$ cat config.mk
export PLATFORM = sky130hd
export DESIGN_NAME = date_time_to_epoch_seconds_unit
export DESIGN_NICKNAME = d
export VERILOG_FILES = /design/src/rtl/dte_pkg.sv /design/src/rtl/date_time_to_epoch_seconds_unit.sv /design/src/rtl/dte_front.sv /design/src/rtl/dte_days.sv /design/src/rtl/dte_secs.sv
export SDC_FILE = /design/constraint.sdc
export NUM_CORES = 1
export LEC_CHECK = 0
export BUFFER_PORTS_ARGS = -buffer_cell sky130_fd_sc_hd__clkbuf_2
export CORE_ASPECT_RATIO = 1.25
export CORE_MARGIN = 2
export CORE_UTILIZATION = 35
export CTS_BUF_LIST = sky130_fd_sc_hd__clkbuf_16
export CTS_CLUSTER_DIAMETER = 40
export CTS_CLUSTER_SIZE = 30
export DETAILED_ROUTE_END_ITERATION = 8
export GPL_ROUTABILITY_DRIVEN = 0
export PLACE_DENSITY = 0.57
export SLEW_MARGIN = 40
export SYNTH_ARGS = -nofsm -noshare
export SYNTH_HDL_FRONTEND = slang
export SYNTH_HIERARCHICAL = 1
export SYNTH_SLANG_ARGS = --single-unit
$ cat constraint.sdc
create_clock -name clk -period 6.64 [get_ports clk]
set_input_delay 1.328 -clock clk [delete_from_list [all_inputs] [get_ports clk]]
set_output_delay 1.328 -clock clk [all_outputs]
set_load 0.05 [all_outputs]
$ cat src/rtl/dte_pkg.sv
// shared types, constants and the month table for the date to epoch seconds unit
// no dependencies
`timescale 1ns / 1ps
`default_nettype none

package dte_pkg;

	localparam int YEAR_W   = 12;
	localparam int MONTH_W  = 4;
	localparam int DAY_W    = 5;
	localparam int HOUR_W   = 5;
	localparam int MINUTE_W = 6;
	localparam int SECOND_W = 6;
	localparam int EPOCH_W  = 36;
	localparam int IN_TDATA_W  = 40;
	localparam int OUT_TDATA_W = 40;
	localparam int CFG_IDX_W   = 2;
	localparam int CFG_DATA_W  = 12;

	localparam int Q100_W  = 6;   // year / 100 is at most 40
	localparam int TOD_W   = 17;  // hour*3600 + minute*60 + second, field maxima
	localparam int YDAYS_W = 20;  // 365 * years since the epoch
	localparam int LEAPS_W = 11;
	localparam int MDAYS_W = 9;
	localparam int DAYS_W  = 21;  // signed day count, down to minus one
	localparam int DSECS_W = 39;  // signed days * 86400
	localparam int SUM_W   = 40;

	localparam logic [YEAR_W-1:0] EPOCH_YEAR = 12'd1970;
	localparam logic [LEAPS_W-1:0] LEAPS_BEFORE_EPOCH = 11'd477;
	// x / 100 as (x * 5243) >> 19, exact for every 12-bit x
	localparam logic [12:0] DIV100_MUL = 13'd5243;
	localparam int DIV100_SHIFT = 19;
	localparam logic [17:0] SECS_PER_DAY = 18'd86400;

	localparam logic [CFG_IDX_W-1:0] REG_LIMIT_YEAR  = 2'd0;
	localparam logic [CFG_IDX_W-1:0] REG_LIMIT_MONTH = 2'd1;
	localparam logic [CFG_IDX_W-1:0] REG_LIMIT_DAY   = 2'd2;

	localparam logic [YEAR_W-1:0]  LIMIT_YEAR_RST  = 12'd2038;
	localparam logic [MONTH_W-1:0] LIMIT_MONTH_RST = 4'd1;
	localparam logic [DAY_W-1:0]   LIMIT_DAY_RST   = 5'd19;

	typedef struct packed {
		logic [YEAR_W-1:0]  year;
		logic [MONTH_W-1:0] month;
		logic [DAY_W-1:0]   day;
	} limits_t;

	typedef struct packed {
		logic [YEAR_W-1:0]     year;
		logic [MONTH_W-1:0]    month;
		logic [DAY_W-1:0]      day;
		logic [HOUR_W-1:0]     hour;
		logic [MINUTE_W-1:0]   minute;
		logic [SECOND_W-1:0]   second;
	} date_t;

	typedef struct packed {
		logic               ok;
		logic [YEAR_W-1:0]  year;
		logic [YEAR_W-1:0]  y1;
		logic [YEAR_W-1:0]  yoff;
		logic [Q100_W-1:0]  q_y;
		logic [Q100_W-1:0]  q_y1;
		logic [MONTH_W-1:0] month;
		logic [DAY_W-1:0]   day;
		logic [TOD_W-1:0]   tod;
	} front_t;

	typedef struct packed {
		logic                ok;
		logic [EPOCH_W-1:0]  secs;
	} result_t;

	typedef struct packed {
		logic               ok;
		logic [DAYS_W-1:0]  days;
		logic [TOD_W-1:0]   tod;
	} days_t;

	// days before month m in a common year; 13 to 15 carry on at 31 days each
	function automatic logic [MDAYS_W-1:0] days_before_month(input logic [MONTH_W-1:0] m);
		logic [MDAYS_W-1:0] d;
		case (m)
			4'd0:    d = 9'd0;
			4'd1:    d = 9'd0;
			4'd2:    d = 9'd31;
			4'd3:    d = 9'd59;
			4'd4:    d = 9'd90;
			4'd5:    d = 9'd120;
			4'd6:    d = 9'd151;
			4'd7:    d = 9'd181;
			4'd8:    d = 9'd212;
			4'd9:    d = 9'd243;
			4'd10:   d = 9'd273;
			4'd11:   d = 9'd304;
			4'd12:   d = 9'd334;
			4'd13:   d = 9'd365;
			4'd14:   d = 9'd396;
			4'd15:   d = 9'd427;
			default: d = 9'd0;
		endcase
		return d;
	endfunction

endpackage

`default_nettype wire

$ cat src/rtl/date_time_to_epoch_seconds_unit.sv
// Gregorian date and time to seconds since 1970-01-01 00:00:00. Five register stages:
// range check and year/100 by reciprocal, leap count and month days, signed day total,
// days times 86400, then time of day, clamp and the output register. One transaction
// is taken every cycle unless all stages are full; back-pressure stalls only the
// stages that hold data, so bubbles are squeezed out. Years below 1970 or past the
// limit year, and limit-year dates off the limit month or past the limit day, give 0
// with the valid flag clear. The user must write the limit registers through the
// configuration port only while no transaction is in flight; the unit does not check.
// top level; depends on dte_pkg, dte_front, dte_days, dte_secs
`timescale 1ns / 1ps
`default_nettype none

module date_time_to_epoch_seconds_unit (
	input  wire                                clk,
	input  wire                                arst_n,
	input  wire                                s_tvalid,
	output logic                               s_tready,
	// year[11:0], month[15:12], day[20:16], hour[25:21], minute[31:26], second[37:32]
	input  wire  [dte_pkg::IN_TDATA_W-1:0]     s_tdata,
	output logic                               m_tvalid,
	input  wire                                m_tready,
	// epoch_seconds[35:0], zero padding above
	output logic [dte_pkg::OUT_TDATA_W-1:0]    m_tdata,
	// valid_res[0]
	output logic [0:0]                         m_tuser,
	input  wire                                cfg_wen,
	input  wire  [dte_pkg::CFG_IDX_W-1:0]      cfg_index,
	input  wire  [dte_pkg::CFG_DATA_W-1:0]     cfg_wdata
);
	import dte_pkg::*;

	limits_t limits_q;
	date_t   in_date;
	front_t  front_d;
	days_t   days_d;
	result_t res_d;
	logic    front_valid, front_ready;
	logic    days_valid, days_ready;

	always_ff @(posedge clk or negedge arst_n) begin
		if (!arst_n) begin
			limits_q.year  <= LIMIT_YEAR_RST;
			limits_q.month <= LIMIT_MONTH_RST;
			limits_q.day   <= LIMIT_DAY_RST;
		end else if (cfg_wen) begin
			case (cfg_index)
				REG_LIMIT_YEAR:  limits_q.year  <= cfg_wdata[YEAR_W-1:0];
				REG_LIMIT_MONTH: limits_q.month <= cfg_wdata[MONTH_W-1:0];
				REG_LIMIT_DAY:   limits_q.day   <= cfg_wdata[DAY_W-1:0];
				default: ;
			endcase
		end
	end

	assign in_date.year   = s_tdata[11:0];
	assign in_date.month  = s_tdata[15:12];
	assign in_date.day    = s_tdata[20:16];
	assign in_date.hour   = s_tdata[25:21];
	assign in_date.minute = s_tdata[31:26];
	assign in_date.second = s_tdata[37:32];

	dte_front u_front (
		.clk       (clk),
		.arst_n    (arst_n),
		.in_valid  (s_tvalid),
		.in_ready  (s_tready),
		.in_date   (in_date),
		.limits    (limits_q),
		.out_valid (front_valid),
		.out_ready (front_ready),
		.out_data  (front_d)
	);

	dte_days u_days (
		.clk       (clk),
		.arst_n    (arst_n),
		.in_valid  (front_valid),
		.in_ready  (front_ready),
		.in_data   (front_d),
		.out_valid (days_valid),
		.out_ready (days_ready),
		.out_data  (days_d)
	);

	dte_secs u_secs (
		.clk       (clk),
		.arst_n    (arst_n),
		.in_valid  (days_valid),
		.in_ready  (days_ready),
		.in_data   (days_d),
		.out_valid (m_tvalid),
		.out_ready (m_tready),
		.out_data  (res_d)
	);

	assign m_tdata = OUT_TDATA_W'(res_d.secs);
	assign m_tuser = res_d.ok;

endmodule

`default_nettype wire

$ cat src/rtl/dte_front.sv
// stage 1: range check, year / 100 by reciprocal and time-of-day seconds
// depends on dte_pkg
`timescale 1ns / 1ps
`default_nettype none

module dte_front (
	input  wire                   clk,
	input  wire                   arst_n,
	input  wire                   in_valid,
	output logic                  in_ready,
	input  wire dte_pkg::date_t   in_date,
	input  wire dte_pkg::limits_t limits,
	output logic                  out_valid,
	input  wire                   out_ready,
	output dte_pkg::front_t       out_data
);
	import dte_pkg::*;

	logic             v_s1;
	front_t           d_s1;
	front_t           nxt;
	logic             en;
	logic [24:0]      prod_y;
	logic [24:0]      prod_y1;
	logic [YEAR_W-1:0] y1;

	assign en       = !v_s1 || out_ready;
	assign in_ready = en;

	always_comb begin
		y1 = in_date.year - 12'd1;
		prod_y  = 25'(in_date.year) * 25'(DIV100_MUL);
		prod_y1 = 25'(y1) * 25'(DIV100_MUL);
		nxt.ok = (in_date.year >= EPOCH_YEAR) && (in_date.year <= limits.year) &&
			!((in_date.year == limits.year) &&
			  ((in_date.month != limits.month) || (in_date.day > limits.day)));
		nxt.year  = in_date.year;
		nxt.y1    = y1;
		nxt.yoff  = in_date.year - EPOCH_YEAR;
		nxt.q_y   = prod_y[DIV100_SHIFT +: Q100_W];
		nxt.q_y1  = prod_y1[DIV100_SHIFT +: Q100_W];
		nxt.month = in_date.month;
		nxt.day   = in_date.day;
		nxt.tod   = TOD_W'(in_date.hour) * TOD_W'(3600) + TOD_W'(in_date.minute) * TOD_W'(60)
			+ TOD_W'(in_date.second);
	end

	always_ff @(posedge clk or negedge arst_n) begin
		if (!arst_n) begin
			v_s1 <= 1'b0;
		end else if (en) begin
			v_s1 <= in_valid;
		end
	end

	always_ff @(posedge clk) begin
		if (en && in_valid) begin
			d_s1 <= nxt;
		end
	end

	assign out_valid = v_s1;
	assign out_data  = d_s1;

endmodule

`default_nettype wire

$ cat src/rtl/dte_days.sv
// stages 2 and 3: leap year count, year and month days, signed day total
// depends on dte_pkg
`timescale 1ns / 1ps
`default_nettype none

module dte_days (
	input  wire                  clk,
	input  wire                  arst_n,
	input  wire                  in_valid,
	output logic                 in_ready,
	input  wire dte_pkg::front_t in_data,
	output logic                 out_valid,
	input  wire                  out_ready,
	output dte_pkg::days_t       out_data
);
	import dte_pkg::*;

	typedef struct packed {
		logic               ok;
		logic [YDAYS_W-1:0] ydays;
		logic [LEAPS_W-1:0] leaps;
		logic               leap_adj;
		logic [MDAYS_W-1:0] mdays;
		logic [TOD_W-1:0]   tod;
	} mid_t;

	logic   v_s2, v_s3;
	mid_t   d_s2, nxt2;
	days_t  d_s3, nxt3;
	logic   en2, en3;
	logic   is_leap;
	logic [YEAR_W-1:0] hund;

	assign en3      = !v_s3 || out_ready;
	assign en2      = !v_s2 || en3;
	assign in_ready = en2;

	always_comb begin
		// year % 100 == 0 when the year equals 100 * (year / 100)
		hund    = YEAR_W'(in_data.q_y) * YEAR_W'(100);
		is_leap = (in_data.year[1:0] == 2'b00) &&
			((in_data.year != hund) || (in_data.q_y[1:0] == 2'b00));
		nxt2.ok       = in_data.ok;
		nxt2.ydays    = YDAYS_W'(in_data.yoff) * YDAYS_W'(365);
		// leap years in 1 .. year-1
		nxt2.leaps    = LEAPS_W'(in_data.y1[YEAR_W-1:2]) - LEAPS_W'(in_data.q_y1)
			+ LEAPS_W'(in_data.q_y1[Q100_W-1:2]);
		nxt2.leap_adj = is_leap && (in_data.month >= 4'd3);
		nxt2.mdays    = days_before_month(in_data.month) + MDAYS_W'(in_data.day);
		nxt2.tod      = in_data.tod;
	end

	always_comb begin
		nxt3.ok   = d_s2.ok;
		nxt3.days = DAYS_W'(d_s2.ydays) + DAYS_W'(d_s2.leaps) - DAYS_W'(LEAPS_BEFORE_EPOCH)
			+ DAYS_W'(d_s2.mdays) + DAYS_W'(d_s2.leap_adj) - DAYS_W'(1);
		nxt3.tod  = d_s2.tod;
	end

	always_ff @(posedge clk or negedge arst_n) begin
		if (!arst_n) begin
			v_s2 <= 1'b0;
			v_s3 <= 1'b0;
		end else begin
			if (en2) begin
				v_s2 <= in_valid;
			end
			if (en3) begin
				v_s3 <= v_s2;
			end
		end
	end

	always_ff @(posedge clk) begin
		if (en2 && in_valid) begin
			d_s2 <= nxt2;
		end
		if (en3 && v_s2) begin
			d_s3 <= nxt3;
		end
	end

	assign out_valid = v_s3;
	assign out_data  = d_s3;

endmodule

`default_nettype wire

$ cat src/rtl/dte_secs.sv
// stages 4 and 5: days to seconds, time of day added, clamp and output register
// depends on dte_pkg
`timescale 1ns / 1ps
`default_nettype none

module dte_secs (
	input  wire                 clk,
	input  wire                 arst_n,
	input  wire                 in_valid,
	output logic                in_ready,
	input  wire dte_pkg::days_t in_data,
	output logic                out_valid,
	input  wire                 out_ready,
	output dte_pkg::result_t    out_data
);
	import dte_pkg::*;

	typedef struct packed {
		logic               ok;
		logic [DSECS_W-1:0] dsecs;
		logic [TOD_W-1:0]   tod;
	} dsec_t;

	logic    v_s4, v_s5;
	dsec_t   d_s4, nxt4;
	result_t d_s5, nxt5;
	logic    en4, en5;
	logic signed [SUM_W-1:0] total;

	assign en5      = !v_s5 || out_ready;
	assign en4      = !v_s4 || en5;
	assign in_ready = en4;

	always_comb begin
		nxt4.ok    = in_data.ok;
		nxt4.dsecs = DSECS_W'($signed(in_data.days) * $signed({1'b0, SECS_PER_DAY}));
		nxt4.tod   = in_data.tod;
	end

	always_comb begin
		total   = SUM_W'($signed(d_s4.dsecs)) + $signed(SUM_W'(d_s4.tod));
		nxt5.ok = d_s4.ok;
		// day zero in the epoch month can run below zero
		if (!d_s4.ok || total[SUM_W-1]) begin
			nxt5.secs = '0;
		end else begin
			nxt5.secs = total[EPOCH_W-1:0];
		end
	end

	always_ff @(posedge clk or negedge arst_n) begin
		if (!arst_n) begin
			v_s4 <= 1'b0;
			v_s5 <= 1'b0;
		end else begin
			if (en4) begin
				v_s4 <= in_valid;
			end
			if (en5) begin
				v_s5 <= v_s4;
			end
		end
	end

	always_ff @(posedge clk) begin
		if (en4 && in_valid) begin
			d_s4 <= nxt4;
		end
		if (en5 && v_s4) begin
			d_s5 <= nxt5;
		end
	end

	assign out_valid = v_s5;
	assign out_data  = d_s5;

endmodule

`default_nettype wire

==> key figures <==
Clocking
  • Worst-skew pair later-pin latency: 0.57 ns
  • Clock Pin Slew Worst Setup and Hold Paths: 0.06 ns
  • CTS Hold Bufs: 0
  • CTS HTree Levels: 2
  • Setup bufs post-CTS: 0
  • Root Buffer: clkbuf_16
  • CTS Sinks: 283
  • Longest Clk Path Bufs: 3
  • CTS tree: done
  • Inserted Clock Buffers: 49
  • PostCTS Resize Cnt: 0

Timing
  • Hold Fails Final Rpt: 0
  • Final worst-path cycle share: 0.962
  • Worst slew pin tran: 0.782 ns
  • Fmax: 157 MHz
  • Tmin final: 6.39 ns
  • Slew Limit Fails: 0
  • Min Hold Slack: 0.411 ns
  • RSZ-0062 raised after global routing: no
  • Count of final setup violators: 0
  • Worst relative slew slack: 0.479
  • Worst Skew: 0.0166 ns

Detailed routing
  • DR DRC count: 0
  • Drt wl/cell: 14.1 µm
  • Drt first pass iters: 5
  • Vias per cell: 4.72
  • Total Routed Length: 51.7 mm
  • Vias: 17300
  • Antenna viol nets, final: 0
  • 1st-iter DRT viols: 478

Global routing
  • M2 GR Usage: 0.267
  • Met3 GRT Util: 0.0187
  • Largest net degree at the start of global routing: 60
  • GRT Total Usage: 0.136
  • Total grt overflow: 0
  • Initial antenna violation count: 0
  • Met1 usage: 0.149
  • Busiest grt layer: met2
  • Vias in the first global route: 18800
  • Global-route wire length before repair: 88.6 mm

Placement
  • Port bufs: 95
  • Final HPWL DP: 44.3 mm
  • Placed inst area: 29100 µm²

Cells and area
  • Area occupied by multi-input gates: 16400 µm²
  • Area Overhead vs Synth: 15.2%
  • Layout fillers: 7243
  • Fin area: 30800 µm²
  • Inserted Diodes: 0
  • Nets: 3390
  • Layout cells sized above 1: 0.130
  • Commonest non-fill, non-tap cell in the layout: inv_1
  • Reg area: 8380 µm²
  • Most frequent cells in the layout: 535 x inv_1, 477 x ha_1, 257 x edfxtp_1

Floorplan
  • Die height: 313 µm
  • Num rows: 113
  • Die Width: 251 µm
  • I/O pins: 102
  • Core area: 75800 µm²
  • Die Area: 78700 µm²
  • Initial Utilization: 0.353

Synthesis
  • Synth warnings: 6
  • Cell area after synthesis: 26800 µm²
  • Synth Instances: 2433
  • Avg Cell Area, Syn: 11.0 µm²

Setup path
  • Crit-path max FO: 6
  • Worst path required time: 7.00 ns
  • Reg2reg start: u_days/out_data[22]
  • Element type at the critical path end: register
  • Reg-to-reg slack, setup: 1.38 ns
  • Crit path DAT: 6.74 ns
  • Type of origin of the critical path: input port
  • CP Class: in -> reg
  • Worst reg2reg path depth: 15
  • Reg2Reg Capture Point: u_secs/d_s4[54]

Run status
  • Outcome: finished, final reports clean

Run
  • Max-cap violations: 0

Worst hold path
  • Hold Path Depth: 0
  • Hold Startpoint: u_front/out_data[6]
  • Worst Hold End: u_days/d_s2[6]
  • Path type of the worst min-delay path: reg -> reg
## state kept, by name (all words and copies together) (netlist names)
name / flops
u_days/out_data: 39
u_days/v_s2: 1
limits_q: 21
u_days/out_valid: 1
u_front/out_valid: 1
u_front/out_data: 72
u_days/d_s2: 59
u_secs/v_s4: 1
u_secs/out_valid: 1
u_secs/d_s4: 50
u_secs/out_data: 37
## stage by stage
stage	setup WS (ns)	TNS, ns	cells	utilization
after floorplan	0.00600	0	2436	-
after global placement	-0.155	-0.675	3564	0.384
after detailed placement	-0.268	-1.14	3564	0.384
after CTS	0.313	0	3655	0.407
after global routing	0.00541	0	3655	0.407
final	0.255	0	3655	0.407
## final cells by class
class	instances	area share
inverters	533	0.0651
flip-flops and latches	283	0.272
clock inverters	42	0.0164
clock buffers	49	0.0398
well taps	977	0.0397
multi-input cells	1602	0.533
repair buffers	169	0.0339
## how the worst max path moves through the flow
stage	end	from	slack, ns
final	u_front/out_data[30]	s_tdata[1]	0.25
after global routing	u_front/out_data[30]	s_tdata[1]	0.005
after CTS	u_front/out_data[30]	s_tdata[1]	0.31
after detailed placement	u_front/out_data[28]	s_tdata[1]	-0.27
after global placement	u_front/out_data[29]	s_tdata[1]	-0.16
after floorplan	u_front/out_data[31]	s_tdata[0]	0.006
## critical path, stage by stage
cell and delay (ns):
clkbuf_2 0.09, inv_1 0.13, ha_1 0.19, inv_1 0.08, nor2_4 0.12, nand4_1 0.12, nand2_1 0.11, nand2_2 0.10
xnor2_4 0.29, fa_1 0.52, xor2_1 0.17, ha_1 0.28, inv_1 0.05, fa_1 0.53, inv_1 0.06, fa_1 0.53
inv_1 0.06, fa_1 0.53, inv_1 0.07, ha_4 0.26, nand3_1 0.07, a211o_2 0.29, a21oi_4 0.23, o2111ai_1 0.18
a221oi_1 0.35
## routing by layer
metal | share of wire | wire length, µm
met4 | 0.030 | 1570
met3 | 0.027 | 1410
met5 | 0 | 0
met1 | 0.40 | 20800
met2 | 0.54 | 27900
Power is not shown: default switching activity piles up to over one toggle a cycle in this logic, so the estimate is an artifact.
